`src/hdl/cle_pkg.sv`:
```
`default_nettype none
// ----------------------------------------------------------------------------
// cle_pkg: shared types and constants for the circular list engine
// Command and status codes, payload structs, and the controller/datapath
// command and status types.
// ----------------------------------------------------------------------------
package cle_pkg;

    localparam int CAPACITY_DEF = 16;

    localparam logic [2:0] CMD_INS_FRONT = 3'd0;
    localparam logic [2:0] CMD_INS_BACK  = 3'd1;
    localparam logic [2:0] CMD_INS_AT    = 3'd2;
    localparam logic [2:0] CMD_DEL_FRONT = 3'd3;
    localparam logic [2:0] CMD_DEL_BACK  = 3'd4;
    localparam logic [2:0] CMD_DEL_AT    = 3'd5;
    localparam logic [2:0] CMD_LIST      = 3'd6;

    localparam logic [1:0] ST_OK    = 2'd0;
    localparam logic [1:0] ST_FULL  = 2'd1;
    localparam logic [1:0] ST_EMPTY = 2'd2;
    localparam logic [1:0] ST_BAD   = 2'd3;

    typedef struct packed {
        logic [2:0]         command;
        logic signed [31:0] value;
        logic [4:0]         position;
    } in_item_t;

    typedef struct packed {
        logic signed [31:0] value_out;
        logic [1:0]         status;
        logic               last;
        logic [4:0]         element_count;
    } out_item_t;

    // What the decoded command turns into
    typedef enum logic [3:0] {
        K_STATUS,
        K_INS_FRONT,
        K_INS_BACK,
        K_INS_MID,
        K_DEL_ONLY,
        K_DEL_FRONT,
        K_DEL_BACK,
        K_DEL_MID,
        K_LIST
    } kind_t;

    typedef enum logic [3:0] {
        DP_NOP,
        DP_LOAD,
        DP_DECIDE,
        DP_RD_CUR,
        DP_ADV,
        DP_GRAB_A,
        DP_RD_TMP,
        DP_GRAB_B,
        DP_C1,
        DP_C2,
        DP_EMIT_STATUS,
        DP_EMIT_LIST
    } dp_op_t;

    typedef enum logic [3:0] {
        S_IDLE,
        S_DECIDE,
        S_ROUTE,
        S_WALK_RD,
        S_WALK_ADV,
        S_RD_CUR,
        S_GRAB_A,
        S_RD_TMP,
        S_GRAB_B,
        S_C1,
        S_C2,
        S_FINISH,
        S_LIST_RD,
        S_LIST_EMIT
    } state_t;

    typedef struct packed {
        dp_op_t op;
    } ctl_cmd_t;

    typedef struct packed {
        kind_t kind;
        logic  steps_zero;
        logic  steps_one;
        logic  out_free;
    } dp_stat_t;

endpackage
`default_nettype wire

```
`src/hdl/cle_ram.sv`:
```
`default_nettype none
// ----------------------------------------------------------------------------
// cle_ram: generic single-write, single-read RAM
// Registered read data; the read register holds when no read is issued.
// ----------------------------------------------------------------------------
module cle_ram #(
    parameter int WIDTH = 32,
    parameter int DEPTH = 16
) (
    input  wire logic                     clk,
    input  wire logic                     wr_en,
    input  wire logic [$clog2(DEPTH)-1:0] wr_addr,
    input  wire logic [WIDTH-1:0]         wr_data,
    input  wire logic                     rd_en,
    input  wire logic [$clog2(DEPTH)-1:0] rd_addr,
    output logic      [WIDTH-1:0]         rd_data
);

    logic [WIDTH-1:0] mem [DEPTH];

    always_ff @(posedge clk)
    begin
        if (wr_en)
        begin
            mem[wr_addr] <= wr_data;
        end
        if (rd_en)
        begin
            rd_data <= mem[rd_addr];
        end
    end

endmodule
`default_nettype wire

```
`src/hdl/cle_ctrl.sv`:
```
`default_nettype none
// ----------------------------------------------------------------------------
// cle_ctrl: sequencer for the circular list engine
// Steps each command through decode, pointer walk, link updates and emit.
// ----------------------------------------------------------------------------
module cle_ctrl (
    input  wire logic              clk,
    input  wire logic              rst_n,
    input  wire logic              cmd_valid,
    output logic                   cmd_stall,
    input  wire cle_pkg::dp_stat_t stat,
    output cle_pkg::ctl_cmd_t      ctl
);

    cle_pkg::state_t state_reg, state_next;
    cle_pkg::state_t post_walk;

    always_ff @(posedge clk or negedge rst_n)
    begin
        if (!rst_n)
        begin
            state_reg <= cle_pkg::S_IDLE;
        end
        else
        begin
            state_reg <= state_next;
        end
    end

    assign post_walk = (stat.kind == cle_pkg::K_DEL_BACK) ? cle_pkg::S_C1 : cle_pkg::S_RD_CUR;

    always_comb
    begin
        state_next = state_reg;
        unique case (state_reg)
            cle_pkg::S_IDLE:
            begin
                if (cmd_valid)
                begin
                    state_next = cle_pkg::S_DECIDE;
                end
            end
            cle_pkg::S_DECIDE:   state_next = cle_pkg::S_ROUTE;
            cle_pkg::S_ROUTE:
            begin
                case (stat.kind) inside
                    cle_pkg::K_STATUS:    state_next = cle_pkg::S_FINISH;
                    cle_pkg::K_DEL_FRONT: state_next = cle_pkg::S_RD_CUR;
                    cle_pkg::K_LIST:      state_next = cle_pkg::S_LIST_RD;
                    cle_pkg::K_INS_MID, cle_pkg::K_DEL_BACK, cle_pkg::K_DEL_MID:
                        state_next = stat.steps_zero ? post_walk : cle_pkg::S_WALK_RD;
                    default:              state_next = cle_pkg::S_C1;
                endcase
            end
            cle_pkg::S_WALK_RD:  state_next = cle_pkg::S_WALK_ADV;
            cle_pkg::S_WALK_ADV: state_next = stat.steps_one ? post_walk : cle_pkg::S_WALK_RD;
            cle_pkg::S_RD_CUR:   state_next = cle_pkg::S_GRAB_A;
            cle_pkg::S_GRAB_A:
                state_next = (stat.kind == cle_pkg::K_DEL_MID) ? cle_pkg::S_RD_TMP
                                                                : cle_pkg::S_C1;
            cle_pkg::S_RD_TMP:   state_next = cle_pkg::S_GRAB_B;
            cle_pkg::S_GRAB_B:   state_next = cle_pkg::S_C1;
            cle_pkg::S_C1:       state_next = cle_pkg::S_C2;
            cle_pkg::S_C2:       state_next = cle_pkg::S_FINISH;
            cle_pkg::S_FINISH:
            begin
                if (stat.out_free)
                begin
                    state_next = cle_pkg::S_IDLE;
                end
            end
            cle_pkg::S_LIST_RD:  state_next = cle_pkg::S_LIST_EMIT;
            cle_pkg::S_LIST_EMIT:
            begin
                if (stat.out_free)
                begin
                    state_next = stat.steps_one ? cle_pkg::S_IDLE : cle_pkg::S_LIST_RD;
                end
            end
            default:             state_next = cle_pkg::S_IDLE;
        endcase
    end

    always_comb
    begin
        ctl.op = cle_pkg::DP_NOP;
        unique case (state_reg)
            cle_pkg::S_IDLE:      ctl.op = cmd_valid ? cle_pkg::DP_LOAD : cle_pkg::DP_NOP;
            cle_pkg::S_DECIDE:    ctl.op = cle_pkg::DP_DECIDE;
            cle_pkg::S_WALK_RD:   ctl.op = cle_pkg::DP_RD_CUR;
            cle_pkg::S_WALK_ADV:  ctl.op = cle_pkg::DP_ADV;
            cle_pkg::S_RD_CUR:    ctl.op = cle_pkg::DP_RD_CUR;
            cle_pkg::S_GRAB_A:    ctl.op = cle_pkg::DP_GRAB_A;
            cle_pkg::S_RD_TMP:    ctl.op = cle_pkg::DP_RD_TMP;
            cle_pkg::S_GRAB_B:    ctl.op = cle_pkg::DP_GRAB_B;
            cle_pkg::S_C1:        ctl.op = cle_pkg::DP_C1;
            cle_pkg::S_C2:        ctl.op = cle_pkg::DP_C2;
            cle_pkg::S_FINISH:
                ctl.op = stat.out_free ? cle_pkg::DP_EMIT_STATUS : cle_pkg::DP_NOP;
            cle_pkg::S_LIST_RD:   ctl.op = cle_pkg::DP_RD_CUR;
            cle_pkg::S_LIST_EMIT:
                ctl.op = stat.out_free ? cle_pkg::DP_EMIT_LIST : cle_pkg::DP_NOP;
            default:              ctl.op = cle_pkg::DP_NOP;
        endcase
    end

    assign cmd_stall = (state_reg != cle_pkg::S_IDLE);

endmodule
`default_nettype wire

```
`src/hdl/cle_dp.sv`:
```
`default_nettype none
// ----------------------------------------------------------------------------
// cle_dp: datapath of the circular list engine
// Node value and link stores, free map, head/tail/count, walk cursor and
// the result register.
// ----------------------------------------------------------------------------
module cle_dp #(
    parameter int CAPACITY = cle_pkg::CAPACITY_DEF
) (
    input  wire logic              clk,
    input  wire logic              rst_n,
    input  wire cle_pkg::in_item_t cmd_data,
    input  wire cle_pkg::ctl_cmd_t ctl,
    output cle_pkg::dp_stat_t      stat,
    output logic                   rsp_valid,
    input  wire logic              rsp_stall,
    output cle_pkg::out_item_t     rsp_data
);

    localparam int SLOT_W = $clog2(CAPACITY);
    localparam int CNT_W  = $clog2(CAPACITY + 1);
    localparam int CMP_W  = ((CNT_W > 5) ? CNT_W : 5) + 1;

    logic [2:0]         cmd_reg;
    logic signed [31:0] val_reg;
    logic [4:0]         pos_reg;

    logic [CAPACITY-1:0] free_reg, free_next;
    logic [SLOT_W-1:0]   head_reg, head_next;
    logic [SLOT_W-1:0]   tail_reg, tail_next;
    logic [CNT_W-1:0]    count_reg, count_next;
    logic [SLOT_W-1:0]   cur_reg;
    logic [SLOT_W-1:0]   tmp_reg;
    logic [SLOT_W-1:0]   nx_reg;
    logic [CNT_W-1:0]    steps_reg;
    cle_pkg::kind_t      kind_reg, kind_next;
    logic [1:0]          st_reg, st_next;
    logic [CNT_W-1:0]    hops;

    logic                out_valid_reg;
    cle_pkg::out_item_t  out_reg;
    logic                out_free;

    logic                lnk_we, val_we, rd_en;
    logic [SLOT_W-1:0]   lnk_waddr, lnk_wdata, rd_addr, lnk_rdata;
    logic [31:0]         val_rdata;
    logic [SLOT_W-1:0]   new_slot;
    logic [CMP_W-1:0]    pos_e, cnt_e;
    logic                is_full, is_empty, is_one;

    function automatic logic [SLOT_W-1:0] low_free(input logic [CAPACITY-1:0] m);
        logic [SLOT_W-1:0] r;
        r = '0;
        for (int i = CAPACITY - 1; i >= 0; i--)
        begin
            if (m[i])
            begin
                r = SLOT_W'(i);
            end
        end
        return r;
    endfunction

    assign new_slot = low_free(free_reg);
    assign pos_e    = CMP_W'(pos_reg);
    assign cnt_e    = CMP_W'(count_reg);
    assign is_full  = (count_reg == CNT_W'(CAPACITY));
    assign is_empty = (count_reg == '0);
    assign is_one   = (count_reg == CNT_W'(1));

    // decode the held command against the current list
    always_comb
    begin
        kind_next = cle_pkg::K_STATUS;
        st_next   = cle_pkg::ST_OK;
        hops      = '0;
        unique case (cmd_reg) inside
            cle_pkg::CMD_INS_FRONT, cle_pkg::CMD_INS_BACK:
            begin
                if (is_full)
                begin
                    st_next = cle_pkg::ST_FULL;
                end
                else if (cmd_reg == cle_pkg::CMD_INS_FRONT || is_empty)
                begin
                    kind_next = cle_pkg::K_INS_FRONT;
                end
                else
                begin
                    kind_next = cle_pkg::K_INS_BACK;
                end
            end
            cle_pkg::CMD_INS_AT:
            begin
                if (is_full)
                begin
                    st_next = cle_pkg::ST_FULL;
                end
                else if (pos_e == '0 || pos_e > cnt_e + CMP_W'(1))
                begin
                    st_next = cle_pkg::ST_BAD;
                end
                else if (pos_e == CMP_W'(1))
                begin
                    kind_next = cle_pkg::K_INS_FRONT;
                end
                else if (pos_e == cnt_e + CMP_W'(1))
                begin
                    kind_next = cle_pkg::K_INS_BACK;
                end
                else
                begin
                    kind_next = cle_pkg::K_INS_MID;
                    hops      = CNT_W'(pos_e - CMP_W'(2));
                end
            end
            cle_pkg::CMD_DEL_FRONT, cle_pkg::CMD_DEL_BACK:
            begin
                if (is_empty)
                begin
                    st_next = cle_pkg::ST_EMPTY;
                end
                else if (is_one)
                begin
                    kind_next = cle_pkg::K_DEL_ONLY;
                end
                else if (cmd_reg == cle_pkg::CMD_DEL_FRONT)
                begin
                    kind_next = cle_pkg::K_DEL_FRONT;
                end
                else
                begin
                    kind_next = cle_pkg::K_DEL_BACK;
                    hops      = count_reg - CNT_W'(2);
                end
            end
            cle_pkg::CMD_DEL_AT:
            begin
                if (is_empty)
                begin
                    st_next = cle_pkg::ST_EMPTY;
                end
                else if (pos_e == '0 || pos_e > cnt_e)
                begin
                    st_next = cle_pkg::ST_BAD;
                end
                else if (is_one)
                begin
                    kind_next = cle_pkg::K_DEL_ONLY;
                end
                else if (pos_e == CMP_W'(1))
                begin
                    kind_next = cle_pkg::K_DEL_FRONT;
                end
                else if (pos_e == cnt_e)
                begin
                    kind_next = cle_pkg::K_DEL_BACK;
                    hops      = count_reg - CNT_W'(2);
                end
                else
                begin
                    kind_next = cle_pkg::K_DEL_MID;
                    hops      = CNT_W'(pos_e - CMP_W'(2));
                end
            end
            cle_pkg::CMD_LIST:
            begin
                if (is_empty)
                begin
                    st_next = cle_pkg::ST_EMPTY;
                end
                else
                begin
                    kind_next = cle_pkg::K_LIST;
                    hops      = count_reg;
                end
            end
            default:
            begin
                st_next = cle_pkg::ST_OK;
            end
        endcase
    end

    // store access per operation
    always_comb
    begin
        rd_en     = 1'b0;
        rd_addr   = cur_reg;
        lnk_we    = 1'b0;
        lnk_waddr = new_slot;
        lnk_wdata = head_reg;
        val_we    = 1'b0;
        case (ctl.op)
            cle_pkg::DP_RD_CUR:
            begin
                rd_en = 1'b1;
            end
            cle_pkg::DP_RD_TMP:
            begin
                rd_en   = 1'b1;
                rd_addr = tmp_reg;
            end
            cle_pkg::DP_C1:
            begin
                case (kind_reg)
                    cle_pkg::K_INS_FRONT:
                    begin
                        lnk_we    = 1'b1;
                        val_we    = 1'b1;
                        lnk_wdata = is_empty ? new_slot : head_reg;
                    end
                    cle_pkg::K_INS_BACK:
                    begin
                        lnk_we = 1'b1;
                        val_we = 1'b1;
                    end
                    cle_pkg::K_INS_MID:
                    begin
                        lnk_we    = 1'b1;
                        val_we    = 1'b1;
                        lnk_wdata = tmp_reg;
                    end
                    cle_pkg::K_DEL_FRONT:
                    begin
                        lnk_we    = 1'b1;
                        lnk_waddr = tail_reg;
                        lnk_wdata = tmp_reg;
                    end
                    cle_pkg::K_DEL_BACK:
                    begin
                        lnk_we    = 1'b1;
                        lnk_waddr = cur_reg;
                    end
                    cle_pkg::K_DEL_MID:
                    begin
                        lnk_we    = 1'b1;
                        lnk_waddr = cur_reg;
                        lnk_wdata = nx_reg;
                    end
                    default:
                    begin
                        lnk_we = 1'b0;
                    end
                endcase
            end
            cle_pkg::DP_C2:
            begin
                lnk_wdata = new_slot;
                case (kind_reg)
                    cle_pkg::K_INS_FRONT:
                    begin
                        lnk_we    = !is_empty;
                        lnk_waddr = tail_reg;
                    end
                    cle_pkg::K_INS_BACK:
                    begin
                        lnk_we    = 1'b1;
                        lnk_waddr = tail_reg;
                    end
                    cle_pkg::K_INS_MID:
                    begin
                        lnk_we    = 1'b1;
                        lnk_waddr = cur_reg;
                    end
                    default:
                    begin
                        lnk_we = 1'b0;
                    end
                endcase
            end
            default:
            begin
                rd_en = 1'b0;
            end
        endcase
    end

    // list state commits in the second update cycle
    always_comb
    begin
        free_next  = free_reg;
        head_next  = head_reg;
        tail_next  = tail_reg;
        count_next = count_reg;
        if (ctl.op == cle_pkg::DP_C2)
        begin
            case (kind_reg)
                cle_pkg::K_INS_FRONT:
                begin
                    free_next[new_slot] = 1'b0;
                    head_next           = new_slot;
                    tail_next           = is_empty ? new_slot : tail_reg;
                    count_next          = count_reg + CNT_W'(1);
                end
                cle_pkg::K_INS_BACK:
                begin
                    free_next[new_slot] = 1'b0;
                    tail_next           = new_slot;
                    count_next          = count_reg + CNT_W'(1);
                end
                cle_pkg::K_INS_MID:
                begin
                    free_next[new_slot] = 1'b0;
                    count_next          = count_reg + CNT_W'(1);
                end
                cle_pkg::K_DEL_ONLY:
                begin
                    free_next[head_reg] = 1'b1;
                    head_next           = '0;
                    tail_next           = '0;
                    count_next          = '0;
                end
                cle_pkg::K_DEL_FRONT:
                begin
                    free_next[head_reg] = 1'b1;
                    head_next           = tmp_reg;
                    count_next          = count_reg - CNT_W'(1);
                end
                cle_pkg::K_DEL_BACK:
                begin
                    free_next[tail_reg] = 1'b1;
                    tail_next           = cur_reg;
                    count_next          = count_reg - CNT_W'(1);
                end
                cle_pkg::K_DEL_MID:
                begin
                    free_next[tmp_reg] = 1'b1;
                    count_next         = count_reg - CNT_W'(1);
                end
                default:
                begin
                    count_next = count_reg;
                end
            endcase
        end
    end

    always_ff @(posedge clk or negedge rst_n)
    begin
        if (!rst_n)
        begin
            free_reg      <= '1;
            head_reg      <= '0;
            tail_reg      <= '0;
            count_reg     <= '0;
            out_valid_reg <= 1'b0;
            kind_reg      <= cle_pkg::K_STATUS;
            st_reg        <= cle_pkg::ST_OK;
            steps_reg     <= '0;
        end
        else
        begin
            free_reg  <= free_next;
            head_reg  <= head_next;
            tail_reg  <= tail_next;
            count_reg <= count_next;
            if (ctl.op == cle_pkg::DP_DECIDE)
            begin
                kind_reg  <= kind_next;
                st_reg    <= st_next;
                steps_reg <= hops;
            end
            else if (ctl.op == cle_pkg::DP_ADV || ctl.op == cle_pkg::DP_EMIT_LIST)
            begin
                steps_reg <= steps_reg - CNT_W'(1);
            end
            if (ctl.op == cle_pkg::DP_EMIT_STATUS || ctl.op == cle_pkg::DP_EMIT_LIST)
            begin
                out_valid_reg <= 1'b1;
            end
            else if (!rsp_stall)
            begin
                out_valid_reg <= 1'b0;
            end
        end
    end

    always_ff @(posedge clk)
    begin
        case (ctl.op)
            cle_pkg::DP_LOAD:
            begin
                cmd_reg <= cmd_data.command;
                val_reg <= cmd_data.value;
                pos_reg <= cmd_data.position;
            end
            cle_pkg::DP_DECIDE:  cur_reg <= head_reg;
            cle_pkg::DP_ADV:     cur_reg <= lnk_rdata;
            cle_pkg::DP_GRAB_A:  tmp_reg <= lnk_rdata;
            cle_pkg::DP_GRAB_B:  nx_reg  <= lnk_rdata;
            cle_pkg::DP_EMIT_STATUS:
            begin
                out_reg.value_out     <= '0;
                out_reg.status        <= st_reg;
                out_reg.last          <= 1'b1;
                out_reg.element_count <= cnt_e[4:0];
            end
            cle_pkg::DP_EMIT_LIST:
            begin
                cur_reg               <= lnk_rdata;
                out_reg.value_out     <= val_rdata;
                out_reg.status        <= cle_pkg::ST_OK;
                out_reg.last          <= (steps_reg == CNT_W'(1));
                out_reg.element_count <= cnt_e[4:0];
            end
            default:
            begin
                cur_reg <= cur_reg;
            end
        endcase
    end

    cle_ram #(.WIDTH(SLOT_W), .DEPTH(CAPACITY)) u_links (
        .clk     (clk),
        .wr_en   (lnk_we),
        .wr_addr (lnk_waddr),
        .wr_data (lnk_wdata),
        .rd_en   (rd_en),
        .rd_addr (rd_addr),
        .rd_data (lnk_rdata)
    );

    cle_ram #(.WIDTH(32), .DEPTH(CAPACITY)) u_values (
        .clk     (clk),
        .wr_en   (val_we),
        .wr_addr (new_slot),
        .wr_data (val_reg),
        .rd_en   (rd_en),
        .rd_addr (rd_addr),
        .rd_data (val_rdata)
    );

    assign out_free        = !out_valid_reg || !rsp_stall;
    assign stat.kind       = kind_reg;
    assign stat.steps_zero = (steps_reg == '0);
    assign stat.steps_one  = (steps_reg == CNT_W'(1));
    assign stat.out_free   = out_free;
    assign rsp_valid       = out_valid_reg;
    assign rsp_data        = out_reg;

    a_count_range: assert property (@(posedge clk) disable iff (!rst_n)
        count_reg <= CNT_W'(CAPACITY))
        else $error("element count above capacity");

    a_free_matches: assert property (@(posedge clk) disable iff (!rst_n)
        $countones(~free_reg) == int'(count_reg))
        else $error("free map disagrees with element count");

    a_empty_ptrs: assert property (@(posedge clk) disable iff (!rst_n)
        (count_reg == '0) |-> (head_reg == '0 && tail_reg == '0))
        else $error("empty list with nonzero head or tail");

    a_emit_free: assert property (@(posedge clk) disable iff (!rst_n)
        (ctl.op == cle_pkg::DP_EMIT_STATUS || ctl.op == cle_pkg::DP_EMIT_LIST)
        |-> out_free)
        else $error("result emitted over a held beat");

endmodule
`default_nettype wire

```
`src/hdl/circular_list_engine_core.sv`:
```
`default_nettype none
// ----------------------------------------------------------------------------
// circular_list_engine_core: bounded circular singly linked list engine
// Node store in two RAMs (values, next links), a free map and head/tail/
// count registers, driven by a command sequencer.
// ----------------------------------------------------------------------------
//
//  channel | valid     | stall     | payload  | beat
//  --------+-----------+-----------+----------+----------------------------
//  command | cmd_valid | cmd_stall | cmd_data | one command per beat
//  result  | rsp_valid | rsp_stall | rsp_data | one status or list element
//
//  A command is decoded, then walks the links one pointer hop at a time
//  (a link read, then an advance; up to CAPACITY-2 hops) when it needs to,
//  then does its link reads and writes and emits its status beat.
//  List reads each element's link and value, then emits it.
//  The link RAM has a single read port, so each hop and each element needs its own read.
//  Reset marks every slot free and clears head, tail and count; the RAMs need no clear.
//  A stalled result stage holds the sequencer in its emit state.
//
module circular_list_engine_core #(
    parameter int CAPACITY = cle_pkg::CAPACITY_DEF
) (
    input  wire logic              clk,
    input  wire logic              rst_n,
    input  wire logic              cmd_valid,
    output logic                   cmd_stall,
    input  wire cle_pkg::in_item_t cmd_data,
    output logic                   rsp_valid,
    input  wire logic              rsp_stall,
    output cle_pkg::out_item_t     rsp_data
);

    // command and status between sequencer and datapath
    cle_pkg::ctl_cmd_t ctl;
    cle_pkg::dp_stat_t stat;

    // sequencer: decode, walk, update, emit
    cle_ctrl u_ctrl (
        .clk       (clk),
        .rst_n     (rst_n),
        .cmd_valid (cmd_valid),
        .cmd_stall (cmd_stall),
        .stat      (stat),
        .ctl       (ctl)
    );

    // datapath: node stores, pointers, result register
    cle_dp #(.CAPACITY(CAPACITY)) u_dp (
        .clk       (clk),
        .rst_n     (rst_n),
        .cmd_data  (cmd_data),
        .ctl       (ctl),
        .stat      (stat),
        .rsp_valid (rsp_valid),
        .rsp_stall (rsp_stall),
        .rsp_data  (rsp_data)
    );

endmodule
`default_nettype wire

```
`config.mk`:
```
export PLATFORM = sky130hd
export DESIGN_NAME = circular_list_engine_core
export DESIGN_NICKNAME = d
export VERILOG_FILES = /design/src/hdl/cle_pkg.sv /design/src/hdl/cle_ram.sv /design/src/hdl/cle_ctrl.sv /design/src/hdl/cle_dp.sv /design/src/hdl/circular_list_engine_core.sv
export SDC_FILE = /design/constraint.sdc
export NUM_CORES = 1
export LEC_CHECK = 0
export ABC_AREA = 0
export BUFFER_PORTS_ARGS = -buffer_cell sky130_fd_sc_hd__buf_2
export CAP_MARGIN = 15
export CELL_PAD_IN_SITES_DETAIL_PLACEMENT = 0
export CELL_PAD_IN_SITES_GLOBAL_PLACEMENT = 1
export CORE_ASPECT_RATIO = 1.25
export CORE_MARGIN = 10
export CORE_UTILIZATION = 58
export CTS_BUF_LIST = sky130_fd_sc_hd__clkbuf_2
export CTS_CLUSTER_DIAMETER = 150
export DETAILED_ROUTE_END_ITERATION = 10
export PLACE_DENSITY = 0.95
export SLEW_MARGIN = 40
export SYNTH_ARGS = -nofsm -noshare
export SYNTH_HDL_FRONTEND = slang
export SYNTH_SLANG_ARGS = --single-unit
```
`constraint.sdc`:
```
create_clock -name clk -period 7.9 [get_ports clk]
set_clock_uncertainty 0.2 [all_clocks]
set_input_delay 0 -clock clk [delete_from_list [all_inputs] [get_ports clk]]
set_output_delay 0 -clock clk [all_outputs]
set_load 0.02 [all_outputs]
```
-- Word-level counts from Yosys, hierarchy flattened
Memory sizes are Yosys's and may differ from the RTL's. A register that Yosys moved wholly into a read port is not among the register bits.
Cells that the tools add are included.
- memories: 2
- output and inout bits: 42
- word-level logic and storage cells: 244
- input port bits: 44
- register bits: 137
- RAM bits: 576
- memory list (memory ; depth ; width ; rd ports ; clocked after memory_dff ; write ports ; line ; text):
    u_dp.u_values.mem ; 16 ; 32 ; 1 ; 1 ; 1 ; cle_ram.sv:19 ; logic [WIDTH-1:0] mem [DEPTH];
    u_dp.u_links.mem ; 16 ; 4 ; 1 ; 1 ; 1 ; cle_ram.sv:19 ;
- magnitude comparators: 10
- reduce and logical (&&, ||, !) cells: 47
- add/subtract/negate cells: 6
- equal/unequal tests: 49
- bitwise operators: 5
- mux-type cells: 106
- operators by type and width (kind ; count):
    $mux 4 ; 43
    $pmux 40 s2 ; 1
    $mux 5 ; 15
    $pmux 16 s4 ; 1
    $pmux 4 s14 ; 1
    $eq 4x3->1 const B ; 12
    $or 16x16->16 ; 3
    $eq 4x4->1 const B ; 11
    $pmux 4 s11 ; 1
    $pmux 4 s2 ; 5
    $eq 4x2->1 const B ; 6
    $pmux 4 s3 ; 2
    $lt 4x5->1 const B ; 4
    $pmux 4 s5 ; 1
    $pmux 5 s4 ; 1
    $mux 1 ; 18
    $reduce_or 2->1 ; 9
    $and 16x16->16 ; 1
    $demux 1 s4 ; 4
    $ge 4x1->1 const B ; 4
    $mux 2 ; 8
    $not 16->16 ; 1
    $pmux 4 s4 ; 1
    $eq 5x1->1 const B ; 3
    other kinds (32) ; 67

-- Longest topological paths before layout
Gate-level depths: netlist (run 1).
- depth after elaboration: 23
- gate-level depth with buffers: 10
- gate-level depth less buffers: 10

-- Cells and area by module
A second synthesis (run 1) with hierarchy kept.
- cells, all modules: 1741
- area total of the unflattened synthesis: 30660.7 um^2
- modules (own cells, without submodules) (module ; area an instance (um^2) ; seq. area each (um^2) ; instances ; cells an instance):
    cle_ram (u_dp.u_values) ; 20155.6 ; 16335.7 ; 1 ; 838
    cle_dp ; 7224.4 ; 3808.7 ; 1 ; 696
    cle_ram (u_dp.u_links) ; 2706.3 ; 2042.0 ; 1 ; 130
    cle_ctrl ; 574.3 ; 100.1 ; 1 ; 77

-- Least setup slack after synthesis (run 1)
Ideal clock, no wire load.
- path type: register -> register
- start point: register u_ctrl.state_reg[3]
- end point: register u_dp.u_links.rd_data[0], read port of u_dp.u_links.mem, enable pin
- data required time: 7214 ps
- path buffers: 2
- path slack: 3594 ps
- stages on the path, launching flop included: 4
- clock period less this slack: 4306 ps
- setup time: 486 ps
- arrival: 3621 ps
- cells stage by stage: dfrtp_1 clkbuf_1 buf_1 o32ai_1
- cells in the longest elaborated chain, start to end: 6
- elaborated cells on any way between the ends: 20
- ends and longest elaborated chain (what ; line ; text):
    start, declared ; cle_ctrl.sv:15 ; cle_pkg::state_t state_reg, state_next;
    start signal, assigned ; cle_ctrl.sv:22 ; state_reg <= cle_pkg::S_IDLE;
    start signal, assigned ; cle_ctrl.sv:26 ; state_reg <= state_next;
    $eq 4x2->1, or another cell as far along ; cle_ctrl.sv:87 ; unique case (state_reg)
    $reduce_or 3->1 (no line) ; - ;
    $pmux 4 s11 (*) ; cle_ctrl.sv:87 ;
    $eq 4x2->1 / $eq 4x3->1 (equally long branches) ; cle_dp.sv:194 ; case (ctl.op)
    $reduce_or 2->1 (no line) (*) ; - ;
    $mux 1 (*) ; cle_dp.sv:194 ;
    via u_dp.rd_en ; cle_dp.sv:44 ; logic lnk_we, val_we, rd_en;
    end, declared ; cle_ram.sv:16 ; output logic [WIDTH-1:0] rd_data
Mark *: on every way through the listed nets, which the timed path passes. The rest lies on a longest branch.
A chain may end at the register's enable or synchronous reset.

-- Worst setup path in the final report (run 1)
- start point: register u_ctrl.state_reg[3]
- end point: memory u_dp.u_values.mem[6][9], enable pin
- cells in the longest elaborated chain, start to end: 7
- elaborated cells on any way between the ends: 19
- ends and longest elaborated chain (what ; line ; text):
    $eq 4x2->1, or another cell as far along ; cle_ctrl.sv:87 ;
    $reduce_or 3->1 (no line) ; - ;
    $pmux 4 s11 (*) ; cle_ctrl.sv:87 ;
    $eq 4x4->1 (*) ; cle_dp.sv:194 ;
    $mux 1 (*) ; cle_dp.sv:194 ;
    $mux 1 (*) ; cle_ram.sv:23 ; if (wr_en)
    $mux 1 (not written as such) (*) ; cle_ram.sv:25 ; mem[wr_addr] <= wr_data;
    end, declared ; cle_ram.sv:19 ;
Mark *: on every way between the ends. The rest lies on a longest branch, timed or not.

==> impl_results.md, run 1 <==
* Cts bufs inserted at 167
* Vias in the first global route at 21,539
* Reg2reg end: u_dp.u_values.mem[6][9]
* Syn_area_per_cell at 12.8 um2
* Flop pwr share at 0.475
* Yosys warns at 0
* Req. time, crit path at 8.54 ns
* Io pins at 86
* Routed Antenna Nets at 0
* PortBufs at 85
* Maxcap violations at 0
* Async S/R FF share, synth at 0.0601
* Sink Count at 749
* Max Clock Freq at 0.236 GHz
* Final hold vios at 0
* Via-to-Cell Ratio at 6.13
* Setup Viol. Count Final at 0
* Critical Path Sink Type: flip-flop
* Internal cell power at 6840 uW
* Most frequent cells in the layout: 704 x edfxtp_1, 619 x nand2_1, 232 x clkbuf_2
* Yosys reg bits at 749
* Max Slew Vio Count at 0
* Post-synth EDFFs at 704
* Crit path kind: reg -> reg
* Layout fillers at 3,638
* Crit path time final at 4.24 ns
* Placer Congestion at 0.906
* Maximum vdd drop at 192 uV
* Layout area overhead at 13.6%
* Largest net degree at the start of global routing at 176
* PwrDens at 312 nW/um2
* Num rows at 94
* Vias at 21,625
* Largest delay share family, worst path: simple AND/OR/NAND/NOR gates
* Share of the yosys chip area belonging to registers at 0.717
* Setup crit start kind: flip-flop
* DP Wirelength at 45,400 um
* CTS Buffer Depth at 3
* Post-Syn Area at 31,100 um2
* Die height at 279 um
* DRC violation count after routing at 0
* Worst-Skew Late Latency at 1.22 ns
* Clock Root Buffer: clkbuf_2
* WP buf/inv at 1
* Post-Route WL at 81,500 um
* Post CTS Setup Buffer Count at 0
* Nets at 2,788
* GRT Overall Usage at 0.255
* Initial antenna violation count at 1
* Most common cell after layout, fill and taps aside: edfxtp_1
* Setup Total Neg Slack at 0 ns
* Distinct cell type count after synthesis at 79
* Worst setup path start: u_ctrl.state_reg[3]
* Top FF cell, synth: edfxtp_1
* Core Util, Final at 0.668
* Worst r2r src: u_ctrl.state_reg[3]
* Initial core utilization at 0.588
* TritonCTS clock tree: done
* Register Area at 22,300 um2
* CP cell instances: nand4bb_1 > nor3_1 > nand2_1 > nor2_4 > buf_4
* Final period utilization at 0.536
* Global route total overflow at 0
* Full die area at 63,300 um2
* Crit-path slowest cell: dfrtp_1
* Clock slew at reported path FFs at 0.11 ns
* RSZ-0062 raised after global routing: false
* Drt pass-1 iters at 6
* DR iter-0 viols at 2,656
* Max FFs per register at 512
* Reg-to-reg slack, setup at 3.66 ns
* Worst-Margin Slew at 0.863 ns
* Combinational power share at 0.308
* Data arrival time of the critical path at 4.87 ns
* Leakage at 0.0126 uW
* Clock power frac at 0.217
* Worst slew margin relative to its limit at 0.408
* CP peak stage delay at 0.82 ns
* Status: finished clean
* Max FO, Critical Path at 23
* H-Tree Depth at 4
* Core area at 52,800 um2
* Largest Register: u_dp.u_values.mem
* Worst R2R Path Depth at 5
* First-pass GRT wire length at 123,000 um
* Layout cell share with drive strength beyond 1 at 0.162
* P_sw at 4180 uW
* Hold WC Path Type: in -> async
* Syn nets at 2,492
* Area of the multi-input gates at 8410 um2
* Synthesized instance count at 2,428
* Routed len/inst at 23.1 um
* Die W at 227 um
* Switching Fraction at 0.379
## area by class of cell
| cell class | instances | area share |
|---|---|---|
| Antenna cell | 2 | 0.000142 |
| Clock buffer | 232 | 0.0329 |
| Clock inverter | 65 | 0.0109 |
| Inverter | 21 | 0.00223 |
| Multi-Input combinational cell | 1529 | 0.238 |
| Sequential cell | 749 | 0.632 |
| Tap cell | 672 | 0.0238 |
| Timing Repair Buffer | 256 | 0.0603 |
## tightest hold or removal path: stages
cell	delay (ns)
dlygate4sd3_1	0.52
dlygate4sd3_1	0.54
dlygate4sd3_1	0.56
buf_4	0.13
buf_16	0.23
## power by group through the flow
stage	combinational, uW	clock [uW]	sequential, uW
finish	3400	2390	5230
global route	3690	2640	5270
CTS	3330	2420	5220
detailed placement	3260	0	5310
global placement	3160	0	5290
floorplan	2270	0	5130
## per-stage QoR
step / cell area [um2] / hold WS [ns] / setup WS (ns) / total power, uW / cells
floorplan: 31100 / -0.496 / 3.59 / 7400 / 2428
global placement: 32300 / -0.0236 / 3.82 / 8440 / 3095
detailed placement: 32400 / -0.149 / 3.81 / 8570 / 3097
CTS: 35200 / 0.0407 / 3.74 / 11000 / 3523
global route: 35300 / 0.181 / 3.41 / 11600 / 3526
finish: 35300 / 0.183 / 3.66 / 11000 / 3526
## synthesized netlist by cell type, drive strengths merged, types with 16 or more instances
cell type | n | area share
inv | 20 | 0.0024
buf | 57 | 0.0094
ha | 20 | 0.0081
a21oi | 193 | 0.031
mux2i | 42 | 0.014
clkbuf | 72 | 0.0087
dfstp | 16 | 0.014
and2 | 41 | 0.0083
nand2 | 619 | 0.075
edfxtp | 704 | 0.68
a31oi | 41 | 0.0083
nor3 | 29 | 0.0048
dfrtp | 29 | 0.023
nand3 | 101 | 0.017
nor2 | 96 | 0.012
a32oi | 37 | 0.010
nor4 | 46 | 0.0093
o21ai | 50 | 0.0085
## timing repair
action,in CTS,in global routing
gates resized for setup,0,0
hold buffers,129,0
endpoints found under the hold margin,282,0
## metal layers
layer  vias to the layer above  track usage  routed length, um
li1                       9721            -                  -
met1                     10493        0.306              29500
met2                      1172        0.433              41900
met3                       239       0.0449               6840
met4                         0        0.135               3250
met5                         -            0                  0
## cells by family after synthesis
kind of cell,count (synthesis),share of synthesized area
AND/OR/NAND/NOR,1016,0.144
XOR/XNOR,12,0.00338
AO/OA/AOI/OAI,428,0.0881
adder cells (fa/ha/maj),20,0.00805
flip-flops,749,0.717
multiplexers,53,0.0183
buffers and inverters,150,0.0206
## worst max path at each step
stage                                     end  cells after the start
floorplan             u_dp.u_links.rd_data[0]                      3
global placement    u_dp.u_values.rd_data[28]                      7
detailed placement   u_dp.u_values.mem[7][18]                      5
CTS                   u_dp.u_values.mem[7][6]                      5
global route        u_dp.u_values.rd_data[20]                      8
finish                u_dp.u_values.mem[6][9]                      5
(Power assumes the default switching activity.)
==> run 2, diff against run 1 <==
--- a/config.mk
+++ b/config.mk
@@ -12,11 +12,11 @@
 export CELL_PAD_IN_SITES_GLOBAL_PLACEMENT = 1
 export CORE_ASPECT_RATIO = 1.25
 export CORE_MARGIN = 10
-export CORE_UTILIZATION = 58
+export CORE_UTILIZATION = 54
 export CTS_BUF_LIST = sky130_fd_sc_hd__clkbuf_2
 export CTS_CLUSTER_DIAMETER = 150
 export DETAILED_ROUTE_END_ITERATION = 10
-export PLACE_DENSITY = 0.95
+export PLACE_DENSITY = 0.94
 export SLEW_MARGIN = 40
 export SYNTH_ARGS = -nofsm -noshare
 export SYNTH_HDL_FRONTEND = slang
==> constraint.sdc (replaced) <==
create_clock -name clk -period 4.1 [get_ports clk]
set_clock_uncertainty 0.2 [all_clocks]
set_input_delay 0 -clock clk [delete_from_list [all_inputs] [get_ports clk]]
set_output_delay 0 -clock clk [all_outputs]
set_load 0.02 [all_outputs]
==> run 2 against run 1 <==
  * Hold slack worse by 0.11 ns
  * Maximum frequency up 24%
  * Largest cell class unchanged
  * Register-to-register slack worse by 3.0 ns
  * Sequential power rose by 91%
  * Largest power group unchanged
  * Combinational power is 110% higher
  * First-iteration DRC count is 6.2% lower
  * Core utilization is 3.8 points lower
  * Critical endpoint is now u_dp.u_values.rd_data[2]
  * Total power is 98% higher
  * Flip-flop and latch count unchanged
  * Setup slack got worse by 3.0 ns
==> impl_results.md, run 2 (synthesized netlist as in run 1, its figures left out) <==
* Req. time, crit path at 4.94 ns
* DR iter-0 viols at 2,492
* Routed len/inst at 23.1 um
* PwrDens at 606 nW/um2
* RSZ-0062 raised after global routing: false
* Finished Cell Area at 36,000 um2
* Via-to-Cell Ratio at 6.06
* Full die area at 67,600 um2
* Layout area overhead at 15.8%
* Final hold vios at 0
* Crit path time final at 3.42 ns
* DRC violation count after routing at 0
* Post-Route WL at 84,400 um
* Data arrival time of the critical path at 4.26 ns
* TritonCTS clock tree: done
* Placer Congestion at 0.954
* HP Start: cmd_valid
* Final period utilization at 0.834
* Vias in the first global route at 22,319
* Reg-to-reg slack, setup at 0.68 ns
* Initial core utilization at 0.544
* Largest Register: u_dp.u_values.mem
* Initial antenna violation count at 3
* Die height at 288 um
* Crit path kind: reg -> reg
* Setup crit start kind: flip-flop
* Min Hold Slack at 0.0693 ns
* Layout cell share with drive strength beyond 1 at 0.176
* Max FO, Critical Path at 23
* Die W at 235 um
* Finished Layout Cells at 3,656
* Worst-Margin Slew at 0.883 ns
* Status: finished clean
* Worst r2r src: u_ctrl.state_reg[2]
* Clock Root Buffer: clkbuf_2
* Layout fillers at 4,221
* Most frequent cells in the layout: 704 x edfxtp_1, 619 x nand2_1, 250 x clkbuf_2
* Leakage at 0.0129 uW
* Post CTS Setup Buffer Count at 0
* Largest net degree at the start of global routing at 105
* Max Clock Freq at 0.292 GHz
* Maximum vdd drop at 439 uV
* Max Slew Vio Count at 0
* Setup Total Neg Slack at 0 ns
* Num rows at 98
* Clock slew at reported path FFs at 0.12 ns
* Cts bufs inserted at 173
* Global route total overflow at 0
* Worst-Skew Late Latency at 1.34 ns
* Critical Path Sink Type: flip-flop
* Worst hold path depth at 5
* PortBufs at 85
* H-Tree Depth at 4
* First-pass GRT wire length at 128,000 um
* Placed cell areas at 33,000 um2
* Routed Antenna Nets at 0
* Reg2reg end: u_dp.u_values.rd_data[2]
* Most common cell after layout, fill and taps aside: edfxtp_1
* DP Wirelength at 49,100 um
* Maxcap violations at 0
* Io pins at 86
* Max FFs per register at 512
* Register Area at 22,300 um2
* Drt pass-1 iters at 6
* Core area at 57,100 um2
* WHS Endpoint: u_dp.cmd_reg[2]
* Setup Viol. Count Final at 0
* Hold WC Path Type: in -> reg
* Worst slew margin relative to its limit at 0.411
* Sink Count at 749
* Vias at 22,157
* CTS Buffer Depth at 3
* Nets at 2,835
* Area of the multi-input gates at 8380 um2
* GRT Overall Usage at 0.250
* Placed cells at 3,214
* Worst R2R Path Depth at 8
==> run 2: worst max-delay path by stage <==
stage,from,endpoint,slack [ns],depth (start not counted)
floorplan,u_dp.free_reg[6],u_dp.u_values.mem[12][0],0.46,6
global placement,u_ctrl.state_reg[2],u_dp.u_links.rd_data[2],0.84,7
detailed placement,u_ctrl.state_reg[2],u_dp.u_values.mem[9][10],0.80,5
CTS,u_ctrl.state_reg[2],u_dp.u_values.mem[9][7],0.71,5
global route,u_ctrl.state_reg[2],u_dp.u_values.mem[9][7],0.53,5
finish,u_ctrl.state_reg[2],u_dp.u_values.rd_data[2],0.68,8
==> run 2: power by group <==
| part | internal, uW | switching [uW] | total (uW) | leakage (uW) |
|---|---|---|---|---|
| combinational | 2290 | 4760 | 7050 | 0.00480 |
| clock | 1840 | 2920 | 4760 | 0.00119 |
| sequential | 9350 | 669 | 10000 | 0.00693 |
| total | 13500 | 8350 | 21800 | 0.0129 |
==> run 2: metal layers <==
layer | global-route usage | vias up | share of wire
met4 | 0.142 | 0 | 0.054
met3 | 0.0546 | 308 | 0.084
met5 | 0 | - | 0
li1 | - | 9803 | -
met1 | 0.292 | 10769 | 0.35
met2 | 0.419 | 1277 | 0.51
==> run 2: area by class of cell <==
type                            count  share of cell area
Antenna cell                        3            0.000209
Clock buffer                      250              0.0348
Clock inverter                     57             0.00918
Inverter                           21             0.00219
Multi-Input combinational cell   1529               0.233
Sequential cell                   749               0.619
Tap cell                          750              0.0261
Timing Repair Buffer              297              0.0756
==> run 2: what timing repair did <==
item                       in CTS  in global routing
hold endpoints to repair      282                  0
setup endpoints to repair       0                  0
hold buffers                  131                  0
resized for setup               0                  0
==> run 2: critical path, cell delays in order, from the launching register on <==
cell	delay (ns)
dfrtp_1	0.74
nand4b_1	0.24
buf_4	0.25
mux2_2	0.37
nor2_4	0.71
buf_4	0.28
a32oi_1	0.13
nand3_1	0.12
nand2_1	0.06
==> run 2: metrics by stage <==
stage | setup slack, ns | util | total power [uW]
floorplan | 0.458 | - | 14300
global placement | 0.837 | 0.578 | 16800
detailed placement | 0.797 | 0.578 | 17000
CTS | 0.710 | 0.629 | 21800
global route | 0.528 | 0.630 | 22900
finish | 0.679 | 0.630 | 21800
